==> src/rtl/r2e_delay.sv <==
`timescale 1ns / 1ps
module r2e_delay #(
  parameter int WIDTH = 8,
  parameter int DEPTH = 4
) (
  input  logic             clk,
  input  logic             en,
  input  logic [WIDTH-1:0] d,
  output logic [WIDTH-1:0] q
);

  logic [WIDTH-1:0] tap_r [DEPTH];

  // Shift line that advances with the pipeline.
  always_ff @(posedge clk) begin
    if (en) begin
      tap_r[0] <= d;
      for (int i = 1; i < DEPTH; i++) begin
        tap_r[i] <= tap_r[i-1];
      end
    end
  end

  assign q = tap_r[DEPTH-1];

endmodule

==> config.mk <==
export PLATFORM = sky130hd
export DESIGN_NAME = r2e_delay
export DESIGN_NICKNAME = d
export VERILOG_FILES = /design/src/rtl/r2e_delay.sv
export SDC_FILE = /design/constraint.sdc
export NUM_CORES = 1
export LEC_CHECK = 0
export BUFFER_PORTS_ARGS = -buffer_cell sky130_fd_sc_hd__buf_2
export CORE_MARGIN = 5
export CORE_UTILIZATION = 45
export DETAILED_ROUTE_END_ITERATION = 10
export PLACE_DENSITY = 0.71
export SETUP_SLACK_MARGIN = 0.15
export SLEW_MARGIN = 20
export SYNTH_ARGS = -nofsm -noshare
export SYNTH_HDL_FRONTEND = slang
export SYNTH_SLANG_ARGS = --single-unit
==> constraint.sdc <==
create_clock -name clk -period 1.71 [get_ports clk]
set_input_delay 0.342 -clock clk [delete_from_list [all_inputs] [get_ports clk]]
set_output_delay 0.342 -clock clk [all_outputs]
set_load 0.02 [all_outputs]
==> flow_summary.yaml <==
power_and_ir_drop:
  power.internal_mw: 1.10
  p_sw_uw: 246
  power_frac_seq: 0.696
  p_comb_frac: 0.035
  peakVddDrop_v: 0.000769
  p_per_area_mw_per_mm2: 1180
  switching_share: 0.183
  leakage_nw: 0.412
  pwr-share-clk: 0.269
cts:
  clk_path_buf_depth: 2
  cts_sinks: 32
  cts_tree: "yes"
  clock_latency_ps: 300
  post_cts.repair.setup_buffers: 0
  clock-root-buffer: "clkbuf_4"
  clkSlewWorstSetupHoldPaths_ps: 80
  cts_made_buffers: 5
  cts_hold_buf: 0
  cts-htree-levels: 2
  cts_resized: 0
sta:
  slew-limit-headroom: 0.751
  finalSetupTns_ps: 0
  max_freq_ghz: 0.857
  max_slew.worst_pin.slew_ps: 374
  setup_ws_ps: 543
  hold_violations: 0
  period_share: 0.683
  slew_viol_final: 0
  rsz0062_at_grt: "false"
  setup-violations-final: 0
  min_period_ps: 1170
  clock_skew_ps: 2.25
detailed_routing:
  drtPass1Iterations: 2
  viasPerCell: 4.29
  drc_errors: 0
  via_count: 365
  wirelength_um: 886
  antenna_left: 0
  drt_iter0_markers: 3
  wl_per_cell_um: 10.4
layout:
  top_regs: "tap_r x32"
  areaGrowthSynthToFinish_pct: 18.2
  post-route-util: 0.568
  layout_commonest_cell: "edfxtp_1"
  final_net_count: 67
  stdcell_area_mm2: 0.00114
  multi_input_area_um2: 0
  comb.multi_input.count: 0
  n_fill_cell: 155
  final_cell_mix: "edfxtp_1 (32), buf_2 (17), clkbuf_4 (5)"
  largest_reg_flops: 32
  layout-drive-gt1-share: 0.397
  max_flop_register: "tap_r"
  diodes: 0
min_path:
  hold_path.class: "input pin to flop"
  hold_start: "d[5]"
logic_synthesis:
  synth_area_per_cell_um2: 30.0
  syn_inst: 32
  synth_seq_cells: 32
  syn_area_um2: 961
  synth_warnings: 0
  ys_types: 1
  syn_nets: 42
  yosysSeqAreaShare: 1.00
place:
  gp_congestion: 0.563
  place_ws_ps: 592
  portBuffers: 17
  placed_area_mm2: 0.00109
floorplan:
  dieWidth_um: 56.2
  dieArea_mm2: 0.00316
  io_pins: 18
  row_count: 16
  fp.dieH_um: 56.2
  start_util: 0.480
  coreArea_mm2: 0.00200
global_route:
  first_global_vias: 355
  grt_max_degree: 33
  antenna_found_initial: 0
  grt_overflow: 0
  grt_first_pass_wirelength_um: 1490
  track_usage: 0.0670
critical_path:
  crit_required_ps: 1370
  crit_type: "flop to primary output"
  worstPathArrival_ps: 830
  crit_slowest_cell: "edfxtp_1"
  r2r_start: "tap_r[1][5]"
  cp-end-kind: "primary output"
  cp_top_family: "flip-flops"
  cpPeakStageDelay_ps: 360
  crit_path_start: "tap_r[3][0]"
  path_buf_inv: 1
  path_cells: "buf_2"
  cp-start-kind: "flop"
  cp_max_fo: 1
outcome:
  run_status: "completed"
flow_run:
  max_cap_violations: 0
==> metrics by stage <==
step,instances,power [mW],hold WS (ps)
4_1_cts,85,1.36,193
3_5_place_dp,77,1.00,405
3_3_place_gp,77,0.995,401
6_report,85,1.34,211
2_1_floorplan,32,0.964,400
5_1_grt,85,1.41,184
==> cell families (layout without fill, tap and decap cells) <==
kind of cell | Yosys count | after routing | synth area share
flops | 32 | 32 | 1.00
buf+inv | 0 | 26 | 0
==> power by group through the flow <==
| stage | Sequential [mW] | Combinational, mW | Clock (mW) |
|---|---|---|---|
| after global placement | 0.948 | 0.0473 | 0 |
| after floorplan | 0.964 | 0 | 0 |
| final | 0.934 | 0.0474 | 0.361 |
| after detailed placement | 0.952 | 0.0483 | 0 |
| after global routing | 0.939 | 0.0519 | 0.424 |
| after CTS | 0.934 | 0.0483 | 0.380 |
==> cell type report <==
| class | count | area, um^2 | area share |
|---|---|---|---|
| Tap cell | 27 | 33.8 | 0.0297 |
| Sequential cell | 32 | 961 | 0.846 |
| Clock inverter | 1 | 3.75 | 0.00330 |
| Timing Repair Buffer | 18 | 92.6 | 0.0815 |
| Clock buffer | 7 | 45.0 | 0.0396 |
==> synthesized netlist by cell type <==
library cell / instances / area [um^2]
edfxtp_1: 32 / 961
==> routing by layer <==
metal | routed length, um | global-route usage | up-vias
li1 | - | - | 179
met1 | 343 | 0.0754 | 167
met2 | 414 | 0.0902 | 19
met3 | 128 | 0.0418 | 0
met4 | 0 | 0.0508 | 0
met5 | 0 | 0 | -
==> path summary, 6_finish.rpt <==
path                  to  slack, ps  cells after the start
max reg2reg  tap_r[2][5]       1070                      0
max                 q[0]        540                      1
min reg2reg  tap_r[1][2]        420                      0
min          tap_r[0][5]        210                      1
No activity file was read; power rests on OpenSTA's default activity.
