<file path="config.mk">
export PLATFORM = sky130hd
export DESIGN_NAME = r2e_isqrt
export DESIGN_NICKNAME = d
export VERILOG_FILES = /design/src/rtl/r2e_pkg.sv /design/src/rtl/r2e_isqrt.sv
export SDC_FILE = /design/constraint.sdc
export NUM_CORES = 1
export LEC_CHECK = 0
export ABC_AREA = 1
export ABC_CLOCK_PERIOD_IN_PS = 3560
export BUFFER_PORTS_ARGS = -buffer_cell sky130_fd_sc_hd__buf_2
export CAP_MARGIN = 25
export CORE_MARGIN = 10
export CORE_UTILIZATION = 45
export CTS_BUF_LIST = sky130_fd_sc_hd__clkbuf_16
export DETAILED_ROUTE_END_ITERATION = 16
export PLACE_DENSITY = 0.66
export SYNTH_ARGS = -nofsm -noshare
export SYNTH_HDL_FRONTEND = slang
export SYNTH_SLANG_ARGS = --single-unit
</file>
<file path="constraint.sdc">
create_clock -name clk -period 3.56 [get_ports clk]
set_clock_uncertainty 0.2 [all_clocks]
set_input_delay 0.712 -clock clk [delete_from_list [all_inputs] [get_ports clk]]
set_output_delay 0.712 -clock clk [all_outputs]
set_load 0.05 [all_outputs]
</file>
<file path="src/rtl/r2e_pkg.sv">
`timescale 1ns / 1ps
package r2e_pkg;

  // Fixed-point constants (angles in Q3.13 and Q24, matrix elements in Q2.14).
  localparam int ONE_Q14     = 16384;
  localparam int PI_Q13      = 25736;
  localparam int HALF_PI_Q13 = 12868;
  localparam int PI_Q24      = 52707179;

  // Datapath widths.
  localparam int OP_W     = 18;  // CORDIC operand width before scaling
  localparam int XY_W     = 28;  // CORDIC x/y working width
  localparam int Z_W      = 28;  // CORDIC angle accumulator width
  localparam int TAB_LEN  = 24;  // entries in the arctangent table
  localparam int SQ_IN_W  = 33;  // radicand width, up to 2^32
  localparam int SQ_OUT_W = 17;  // root width, up to 2^16
  localparam int SQ_STEPS = 17;  // one root bit per stage
  localparam int REM_W    = 35;  // square root remainder width

  typedef logic signed [Z_W-1:0]  z_t;
  typedef logic signed [XY_W-1:0] xy_t;
  typedef logic signed [OP_W-1:0] op_t;

  // round(atan(2^-i) * 2^24)
  localparam z_t ATAN_TAB [TAB_LEN] = '{
    z_t'(13176795), z_t'(7778716), z_t'(4110060), z_t'(2086331),
    z_t'(1047214),  z_t'(524117),  z_t'(262123),  z_t'(131069),
    z_t'(65536),    z_t'(32768),   z_t'(16384),   z_t'(8192),
    z_t'(4096),     z_t'(2048),    z_t'(1024),    z_t'(512),
    z_t'(256),      z_t'(128),     z_t'(64),      z_t'(32),
    z_t'(16),       z_t'(8),       z_t'(4),       z_t'(2)
  };

  // Gimbal lock flags.
  typedef struct packed {
    logic pos;  // m31 is +1.0 or above
    logic neg;  // m31 is -1.0 or below
  } lock_t;

  // Data carried alongside the square root.
  typedef struct packed {
    lock_t              lock;
    logic signed [15:0] s;
    logic signed [15:0] yaw_y;
    logic signed [15:0] yaw_x;
    logic signed [16:0] roll_y;
    logic signed [16:0] roll_x;
  } side_t;

endpackage

</file>
<file path="src/rtl/r2e_isqrt.sv">
`timescale 1ns / 1ps
module r2e_isqrt (
  input  logic                         clk,
  input  logic                         en,
  input  logic [r2e_pkg::SQ_IN_W-1:0]  radicand,
  output logic [r2e_pkg::SQ_OUT_W-1:0] root
);

  localparam int RW = r2e_pkg::REM_W;
  localparam int OW = r2e_pkg::SQ_OUT_W;
  localparam int NS = r2e_pkg::SQ_STEPS;

  logic [RW-1:0] rem_r  [NS];
  logic [OW-1:0] root_r [NS];

  // One root bit per stage, most significant first.
  for (genvar g = 0; g < NS; g++) begin : g_step
    localparam int K = NS - 1 - g;
    logic [RW-1:0] rem_in;
    logic [OW-1:0] root_in;
    logic [RW-1:0] trial;

    if (g == 0) begin : g_first
      assign rem_in  = RW'(radicand);
      assign root_in = '0;
    end else begin : g_next
      assign rem_in  = rem_r[g-1];
      assign root_in = root_r[g-1];
    end

    // Trial subtrahend (2*root + 2^k) * 2^k.
    assign trial = (RW'(root_in) << (K + 1)) | (RW'(1) << (2 * K));

    always_ff @(posedge clk) begin
      if (en) begin
        if (rem_in >= trial) begin
          rem_r[g]  <= rem_in - trial;
          root_r[g] <= root_in | (OW'(1) << K);
        end else begin
          rem_r[g]  <= rem_in;
          root_r[g] <= root_in;
        end
      end
    end
  end

  assign root = root_r[NS-1];

endmodule

</file>
==> impl_metrics.tcl <==
set metrics [dict create \
    status "finished clean" \
    synth_cell_type_count 51 \
    synthCells 4573 \
    synthTopCellsByArea "edfxtp_1 53%, nand2_1 12%, inv_1 6.9%, ha_1 5.2%, nor2_1 4.7%" \
    final_nets 4899 \
    synthFlopType "edfxtp_1" \
    worst_pin_slew_ns 0.734 \
    die-width_um 319 \
    setup_viol 0 \
    yosysTopAreaCell "edfxtp_1" \
    portBuffers 51 \
    floorplan.initialDensity_pct 45.4 \
    post-dp-hpwl_um 82700 \
    met3_usage_pct 3.54 \
    first_iter_violations 2760 \
    swShare_pct 30.4 \
    seq_power_share_pct 44.8 \
    cp-start-kind "flip-flop" \
    grt_util_met2_pct 33.3 \
    r2r_cells 8 \
    placed_cell_area_mm2 0.0417 \
    yosysTopAreaCellShare_pct 53.3 \
    wl_per_cell_um 17.9 \
    antenna_left 0 \
    synthToLayoutAreaGrowth_pct 11.7 \
    dp.cells 5750 \
    fin_area_mm2 0.0448 \
    worstSetupPathType "flip-flop to flip-flop" \
    drcViolationCount 0 \
    antenna_found_initial 0 \
    r2r_end "rem_r[5][28]" \
    p_sw_w 0.00750 \
    endpoint_kind "flip-flop" \
    p_leak_nw 20.1 \
    use_met1_pct 26.2 \
    crit_fanout 14 \
    gp_congestion 0.953 \
    synth-seq-cells 712 \
    clk_path_buf_depth 3 \
    hold_path_class "primary input to flip-flop" \
    ioPinCount 52 \
    rsz0062_at_grt "false" \
    fin_crit_ns 2.93 \
    grt-ovfl-total 0 \
    die_y_um 319 \
    clk_transition_reported_paths_ns 0.06 \
    yosys_warnings 0 \
    clkPwrFrac_pct 35.6 \
    synthArstFlopShare_pct 0 \
    synth_common_cells "1296 x nand2_1, 736 x inv_1, 712 x edfxtp_1" \
    synth_most_common_cell "nand2_1" \
    drtPass1Iterations 6 \
    n_antenna_cell 0 \
    numCtsBuffers 79 \
    powerDensity_mw_per_mm2 550 \
    fmax_mhz 341 \
    r2r_start "rem_r[4][23]" \
    p_int_w 0.0171 \
    syn_area_per_cell_um2 8.78 \
    grt_max_degree 122 \
    hold_violations 0 \
    crit_required_ns 3.85 \
    grt_busiest_layer "met2" \
    hold_start "en" \
    vias 30357 \
    p_comb_share_pct 19.6 \
    grt_pass1_vias 28937 \
    crit_arrival_ns 3.22 \
    clock_sinks 712 \
    max_cap_violations 0 \
    dieArea_mm2 0.102 \
    relSlewSlack_pct 51.0 \
    setup_tns_ns 0 \
    irDropWorstVdd_v 0.000575 \
    layout-drive-gt1-share_pct 6.85 \
    root_buffer "clkbuf_16" \
    core-area_mm2 0.0884 \
    cts_tree "yes" \
    finalCritPeriodShare_pct 82.3 \
    vias_per_cell 5.12 \
    hold_depth 1 \
    holdPathEnd "root_r[7][16]" \
    drv_slew 0 \
    reg2reg_slack_ns 0.63 \
    clkLatencyLatePin_ns 0.68 \
    grt_use_total_pct 20.3 \
    cts.repair.resized 0 \
    grt_pass1_wl_um 163000 \
    synth_seq_area_share_pct 53.3 \
    htreeDepth 3 \
    synth_edf_count 712 \
    routed_wirelength_um 106000 \
    final_cells 5925 \
    syn_nets 4774 \
    row_count 109 \
    synth.cell_area_mm2 0.0401 \
]
cell families after synthesis:
logic type / count (synthesis) / synth area share (%)
xor+xnor: 143 / 3.12
buf+inv: 811 / 8.00
fa+ha+maj: 166 / 5.17
flops: 712 / 53.3
compound gates: 291 / 4.14
simple gates: 2450 / 26.3
sequential cells by signal, summed over array words and instances (netlist names):
register and flops:
root_r 153, rem_r 559
power by group through the flow:
stage	combinational [W]	sequential, W	clock [W]
2_1_floorplan	0.00353	0.0109	0
3_3_place_gp	0.00473	0.0112	0
3_5_place_dp	0.00474	0.0112	0
4_1_cts	0.00480	0.0110	0.00898
5_1_grt	0.00546	0.0111	0.00931
6_report	0.00483	0.0110	0.00878
critical path, stage by stage (launching register included):
cell and delay [ns]:
edfxtp_1 0.47, inv_1 0.21, ha_1 0.19, nand3b_1 0.17
nor4_1 0.44, nand3_1 0.33, nand3b_1 0.53, nand2_1 0.10
nand2_1 0.09
cell type report:
cell class / count / area [um^2]
clock inverter: 64 / 868
inverter: 757 / 2850
timing repair buffer: 98 / 761
sequential: 712 / 21400
fill: 8286 / 43500
clock buffer: 79 / 1980
tap: 1165 / 1460
multi-input combinational: 3050 / 15500
metrics by stage:
stage / power (W) / setup slack [ns] / utilization (%) / hold WS (ns)
2_1_floorplan: 0.0144 / 0.529 / - / 0.217
3_3_place_gp: 0.0159 / 0.601 / 47.2 / 0.226
3_5_place_dp: 0.0159 / 0.552 / 47.2 / 0.232
4_1_cts: 0.0248 / 0.500 / 50.7 / 0.0949
5_1_grt: 0.0259 / 0.440 / 50.7 / 0.123
6_report: 0.0246 / 0.631 / 50.7 / 0.143
placed cells by master (no fill, tap or decap), types with 11 or more instances in the layout:
master,count
o21ai_2,12
nand2_2,17
xor2_1,94
ha_1,166
nand3_1,314
xnor2_1,49
dlygate4sd3_1,32
buf_2,50
nand3_2,11
clkbuf_16,79
o21ai_1,14
inv_1,749
nor2_1,501
inv_2,18
nand3b_1,30
nand4_1,111
o21ai_0,82
clkinv_2,12
nor4_1,19
edfxtp_1,712
bufinv_16,15
nor2_2,22
nand2_1,1296
or2_2,19
a21oi_1,134
nor3_1,73
a21oi_2,14
routing by layer:
| layer | routed length (um) | vias to the layer above |
|---|---|---|
| li1 | - | 15226 |
| met2 | 49200 | 872 |
| met5 | 0 | - |
| met3 | 6920 | 200 |
| met4 | 4130 | 0 |
| met1 | 45600 | 14059 |
how the worst max path moves through the flow:
stage / slack, ns / start / end / depth (start not counted)
6_report: 0.63 / rem_r[4][23] / rem_r[5][28] / 8
5_1_grt: 0.44 / root_r[12][6] / rem_r[13][30] / 12
4_1_cts: 0.50 / rem_r[4][23] / rem_r[5][28] / 8
3_5_place_dp: 0.55 / rem_r[4][23] / rem_r[5][34] / 8
3_3_place_gp: 0.60 / rem_r[4][23] / rem_r[5][34] / 8
2_1_floorplan: 0.53 / en / rem_r[9][0] / 3
timing repair:
| action | 4_1_cts | 5_1_grt |
|---|---|---|
| endpoints found under the hold margin | 32 | 0 |
| setup buffers | 0 | 0 |
| hold buffers | 32 | 0 |
Note: power is estimated with default switching activity, not from simulation.
