`config.mk`:
```
export PLATFORM = sky130hd
export DESIGN_NAME = r2e_cordic
export DESIGN_NICKNAME = d
export VERILOG_FILES = /design/src/rtl/r2e_pkg.sv /design/src/rtl/r2e_cordic.sv
export SDC_FILE = /design/constraint.sdc
export NUM_CORES = 2
export LEC_CHECK = 0
export BUFFER_PORTS_ARGS = -buffer_cell sky130_fd_sc_hd__buf_2
export CORE_UTILIZATION = 30
export CTS_CLUSTER_SIZE = 20
export DETAILED_ROUTE_END_ITERATION = 10
export GPL_TIMING_DRIVEN = 0
export SETUP_SLACK_MARGIN = 0.15
export SYNTH_ARGS = -nofsm -noshare
export SYNTH_HDL_FRONTEND = slang
export SYNTH_SLANG_ARGS = --single-unit
```
`constraint.sdc`:
```
create_clock -name clk -period 6.6 [get_ports clk]
set_input_delay 0.99 -clock clk [delete_from_list [all_inputs] [get_ports clk]]
set_output_delay 0.99 -clock clk [all_outputs]
set_load 0.01 [all_outputs]
```
`src/rtl/r2e_pkg.sv`:
```
`timescale 1ns / 1ps
package r2e_pkg;

  // Fixed-point constants (angles in Q3.13 and Q24, matrix elements in Q2.14).
  localparam int ONE_Q14     = 16384;
  localparam int PI_Q13      = 25736;
  localparam int HALF_PI_Q13 = 12868;
  localparam int PI_Q24      = 52707179;

  // Datapath widths.
  localparam int OP_W     = 18;  // CORDIC operand width before scaling
  localparam int XY_W     = 28;  // CORDIC x/y working width
  localparam int Z_W      = 28;  // CORDIC angle accumulator width
  localparam int TAB_LEN  = 24;  // entries in the arctangent table
  localparam int SQ_IN_W  = 33;  // radicand width, up to 2^32
  localparam int SQ_OUT_W = 17;  // root width, up to 2^16
  localparam int SQ_STEPS = 17;  // one root bit per stage
  localparam int REM_W    = 35;  // square root remainder width

  typedef logic signed [Z_W-1:0]  z_t;
  typedef logic signed [XY_W-1:0] xy_t;
  typedef logic signed [OP_W-1:0] op_t;

  // round(atan(2^-i) * 2^24)
  localparam z_t ATAN_TAB [TAB_LEN] = '{
    z_t'(13176795), z_t'(7778716), z_t'(4110060), z_t'(2086331),
    z_t'(1047214),  z_t'(524117),  z_t'(262123),  z_t'(131069),
    z_t'(65536),    z_t'(32768),   z_t'(16384),   z_t'(8192),
    z_t'(4096),     z_t'(2048),    z_t'(1024),    z_t'(512),
    z_t'(256),      z_t'(128),     z_t'(64),      z_t'(32),
    z_t'(16),       z_t'(8),       z_t'(4),       z_t'(2)
  };

  // Gimbal lock flags.
  typedef struct packed {
    logic pos;  // m31 is +1.0 or above
    logic neg;  // m31 is -1.0 or below
  } lock_t;

  // Data carried alongside the square root.
  typedef struct packed {
    lock_t              lock;
    logic signed [15:0] s;
    logic signed [15:0] yaw_y;
    logic signed [15:0] yaw_x;
    logic signed [16:0] roll_y;
    logic signed [16:0] roll_x;
  } side_t;

endpackage

```
`src/rtl/r2e_cordic.sv`:
```
`timescale 1ns / 1ps
module r2e_cordic #(
  parameter int STAGES = 16
) (
  input  logic               clk,
  input  logic               en,
  input  r2e_pkg::op_t       y_in,
  input  r2e_pkg::op_t       x_in,
  output logic signed [15:0] angle
);

  localparam r2e_pkg::z_t PI_Z  = r2e_pkg::z_t'(r2e_pkg::PI_Q24);
  localparam r2e_pkg::z_t PI_HI = r2e_pkg::z_t'(r2e_pkg::PI_Q13);
  localparam r2e_pkg::z_t PI_LO = -r2e_pkg::z_t'(r2e_pkg::PI_Q13);

  r2e_pkg::xy_t x_r    [STAGES+1];
  r2e_pkg::xy_t y_r    [STAGES+1];
  r2e_pkg::z_t  z_r    [STAGES+1];
  logic         zero_r [STAGES+1];
  logic signed [15:0] angle_r;

  r2e_pkg::xy_t x_sc, y_sc;
  r2e_pkg::z_t  z_rnd;

  // Prologue: scale by 256 and fold the left half plane onto the right.
  assign x_sc = r2e_pkg::xy_t'(x_in) <<< 8;
  assign y_sc = r2e_pkg::xy_t'(y_in) <<< 8;

  always_ff @(posedge clk) begin
    if (en) begin
      zero_r[0] <= (x_in == '0) && (y_in == '0);
      if (x_in[r2e_pkg::OP_W-1]) begin
        x_r[0] <= -x_sc;
        y_r[0] <= -y_sc;
        z_r[0] <= y_in[r2e_pkg::OP_W-1] ? -PI_Z : PI_Z;
      end else begin
        x_r[0] <= x_sc;
        y_r[0] <= y_sc;
        z_r[0] <= '0;
      end
    end
  end

  // Vectoring iterations, one per stage.
  for (genvar i = 0; i < STAGES; i++) begin : g_iter
    r2e_pkg::xy_t dx, dy;
    assign dx = y_r[i] >>> i;
    assign dy = x_r[i] >>> i;

    always_ff @(posedge clk) begin
      if (en) begin
        zero_r[i+1] <= zero_r[i];
        if (!y_r[i][r2e_pkg::XY_W-1]) begin
          x_r[i+1] <= x_r[i] + dx;
          y_r[i+1] <= y_r[i] - dy;
          z_r[i+1] <= z_r[i] + r2e_pkg::ATAN_TAB[i];
        end else begin
          x_r[i+1] <= x_r[i] - dx;
          y_r[i+1] <= y_r[i] + dy;
          z_r[i+1] <= z_r[i] - r2e_pkg::ATAN_TAB[i];
        end
      end
    end
  end

  // Round to Q3.13 and saturate to plus or minus pi.
  assign z_rnd = (z_r[STAGES] + r2e_pkg::z_t'(1024)) >>> 11;

  always_ff @(posedge clk) begin
    if (en) begin
      if (zero_r[STAGES]) begin
        angle_r <= '0;
      end else if (z_rnd > PI_HI) begin
        angle_r <= PI_HI[15:0];
      end else if (z_rnd < PI_LO) begin
        angle_r <= PI_LO[15:0];
      end else begin
        angle_r <= z_rnd[15:0];
      end
    end
  end

  assign angle = angle_r;

endmodule

```
==> results.cfg <==
[clock_tree]
hold_buffers = 0
clockBufferDepth = 4
cts-root-buf = clkbuf_16
cts_sinks = 1165
cts-htree-levels = 4
cts.clk_slew.worst_paths_ns = 0.06
clk_latency_ns = 0.83
cts_buffers = 144
cts_tree = done

[logic_synthesis]
avgSynthCellArea_um2 = 9.64
ys_warn_count = 0
syn_inst = 9894
synth_nets = 11100
synth_ff_type = edfxtp_1
netlist_area_um2 = 95400
async_flop_share_pct = 0
ys_seq_area_share_pct = 36.7
synth.distinct_cells = 90
ys_ff_latch = 1165
synth_enable_flop_cells = 1165

[run_status]
status = completed

[timing]
drv_slew = 0
timing.final.ws_setup_ns = 0.392
finalHoldViolations = 0
finalClockSkew_ns = 0.0714
slew_headroom_pct = 10.3
clock.fmax_mhz = 161
grt_setup_unrepaired = yes
fin_setup_tns_ns = 0
setup_violations = 0
worst_pin_slew_ns = 1.33
period_share_pct = 94.1
fin_crit_ns = 6.21

[die]
fp.dieW_um = 566
initial_core_util_pct = 30.2
die_y_um = 566
row_count = 206
coreArea_um2 = 316000
dieArea_um2 = 320000
io_pins = 54

[route]
drt_wl_total_um = 227000
dr.pass1.iters = 6
drt_iter0_drc = 4537
ant_nets = 0
via_per_inst = 5.03
drc = 0
wl_per_cell_um = 15.8
num_vias = 72200

[grt]
antenna_found_initial = 3
overflow = 0
grt_pass1_vias = 68700
grt_max_degree = 74
grt_pass1_wl_um = 362000
grt_util_all_layers_pct = 13.6

[job]
maxCapViolations = 0

[finish]
drive_gt1_share_pct = 4.16
nets = 11300
fillers = 32100
area_delta_synth_final_pct = 11.0
antennaDiodeCount = 0
multi_input_area_um2 = 58100
seqCellArea_um2 = 35000

[worst_setup_path]
ff2ff_setup_slack_ns = 0.88
r2r.worst_path.cells = 17
criticalPathCategory = primary input to register
crit_required_ns = 7.28
reg2reg_from = y_r[12][27]
cp-end-kind = register
worstPathArrival_ns = 6.88
r2r-end = x_r[13][26]
crit_fanout = 34
cp-start-kind = primary input

[place]
routabilityCongestion = 0.894
dpl_worst_slack_ns = -3.02
dp_hpwl_um = 182000
io_buffers = 53

[worst_hold_path]
hold_class = register to register
worstHoldPathCells = 0
min_from = zero_r[5]
hold_end = zero_r[6]
==> synth_stat cells (all sizes together) (17+ instances only) <==
| cell | instances | share of area, % |
|---|---|---|
| edfxtp | 1165 | 37 |
| ha | 1110 | 15 |
| xnor2 | 923 | 8.5 |
| a21oi | 890 | 4.7 |
| nor2 | 818 | 3.2 |
| nand2 | 640 | 2.5 |
| o21ai | 568 | 3.0 |
| inv | 445 | 1.8 |
| xor2 | 427 | 3.9 |
| a21o | 321 | 2.5 |
| nor3 | 306 | 1.6 |
| nand3 | 188 | 0.99 |
| nand2b | 158 | 1.0 |
| o21a | 149 | 1.2 |
| clkbuf | 137 | 0.54 |
| nor2b | 124 | 0.81 |
| o31ai | 110 | 0.87 |
| and3 | 100 | 0.66 |
| or3 | 99 | 0.65 |
| a211oi | 95 | 0.75 |
| o21bai | 94 | 0.74 |
| a31oi | 85 | 0.56 |
| nor4 | 75 | 0.51 |
| o41ai | 63 | 0.58 |
| nand4 | 61 | 0.40 |
| and2 | 59 | 0.39 |
| o211ai | 48 | 0.38 |
| a21boi | 46 | 0.36 |
| or4 | 42 | 0.34 |
| fa | 38 | 0.80 |
| mux2i | 34 | 0.36 |
| a2111oi | 32 | 0.30 |
| nand3b | 31 | 0.24 |
| or2 | 31 | 0.20 |
| a211o | 28 | 0.26 |
| o31a | 26 | 0.24 |
| buf | 24 | 0.10 |
| a41oi | 23 | 0.21 |
| a31o | 22 | 0.20 |
| o2111ai | 22 | 0.20 |
| nor3b | 19 | 0.15 |
| and4 | 18 | 0.17 |
| a221oi | 17 | 0.16 |
==> critical path: stages <==
cell and delay, ns:
buf_6 0.30, clkbuf_2 0.32, clkbuf_8 0.34, clkinv_1 0.72, clkbuf_2 0.70, nand2_1 0.34
clkbuf_1 0.34, nand2_1 0.09, ha_1 0.34, and3_1 0.23, nand3_1 0.12, a21oi_1 0.45
nor2_1 0.13, a2111oi_0 0.62, a2111oi_0 0.24, or3_1 0.42, nand4_1 0.08
==> sequential cells by signal (all words and copies together), names as in the netlist <==
| signal | cells |
|---|---|
| y_r | 388 |
| angle | 16 |
| x_r | 375 |
| z_r | 369 |
| zero_r | 17 |
==> stage by stage <==
stage | instances | hold WS (ns) | cell area [µm²] | utilization [%]
after global routing | 14400 | 0.372 | 106000 | 33.5
after global placement | 14100 | 0.402 | 101000 | 31.9
after detailed placement | 14100 | 0.405 | 101000 | 32.1
after floorplan | 9894 | 0.400 | 95400 | -
after CTS | 14400 | 0.361 | 106000 | 33.5
final | 14400 | 0.367 | 106000 | 33.5
==> logic make-up after synthesis <==
group | synth area share (%)
xor gates and xnor gates | 12.4
and+or+nand+nor | 14.2
adders and majority gates | 15.4
muxes | 0.522
DFF | 36.7
AOI/OAI and AO/OA | 18.5
buffers and inverters | 2.43
==> cell usage in the layout, fill, tap and decap left out, types with 305 or more instances in the layout <==
master	count
a21oi_1	890
edfxtp_1	1165
nor2_1	818
nand2_1	637
xor2_1	426
a21o_1	320
nor3_1	305
xnor2_1	923
ha_1	1110
inv_1	441
o21ai_0	561
==> metal layers <==
| layer | global-route usage (%) | vias to the layer above | share of wire [%] |
|---|---|---|---|
| li1 | - | 37200 | - |
| met1 | 17.0 | 33400 | 45 |
| met2 | 24.2 | 1294 | 48 |
| met3 | 1.48 | 399 | 3.6 |
| met4 | 4.52 | 2 | 3.4 |
| met5 | 0 | - | 0.0057 |
==> layout make-up <==
| cell class | count | share of cell area [%] |
|---|---|---|
| tap | 4160 | 4.92 |
| multi-input combinational | 8115 | 54.9 |
| buffer | 160 | 0.693 |
| clock buffer | 169 | 3.55 |
| clock inverter | 76 | 0.663 |
| sequential | 1165 | 33.0 |
| inverter | 453 | 1.62 |
| timing repair buffer | 69 | 0.578 |
==> worst max path at each step <==
stage               start  cells past startpoint  slack, ns           to
global placement       en                     19      -4.75   y_r[6][27]
detailed placement     en                     19      -3.02   y_r[6][27]
global route           en                     19       0.04   y_r[6][27]
CTS                    en                     19      0.009   y_r[6][27]
floorplan              en                     18       0.84   x_r[9][27]
finish                 en                     17       0.39  x_r[13][26]
==> repair_timing <==
action / 4_1_cts / 5_1_grt
resized for setup: 53 / 17
endpoints found under the setup margin: 464 / 42
buffers inserted: 0 / 3
Power is not shown: default switching activity piles up to over one toggle a cycle in this logic, so the estimate is an artifact.
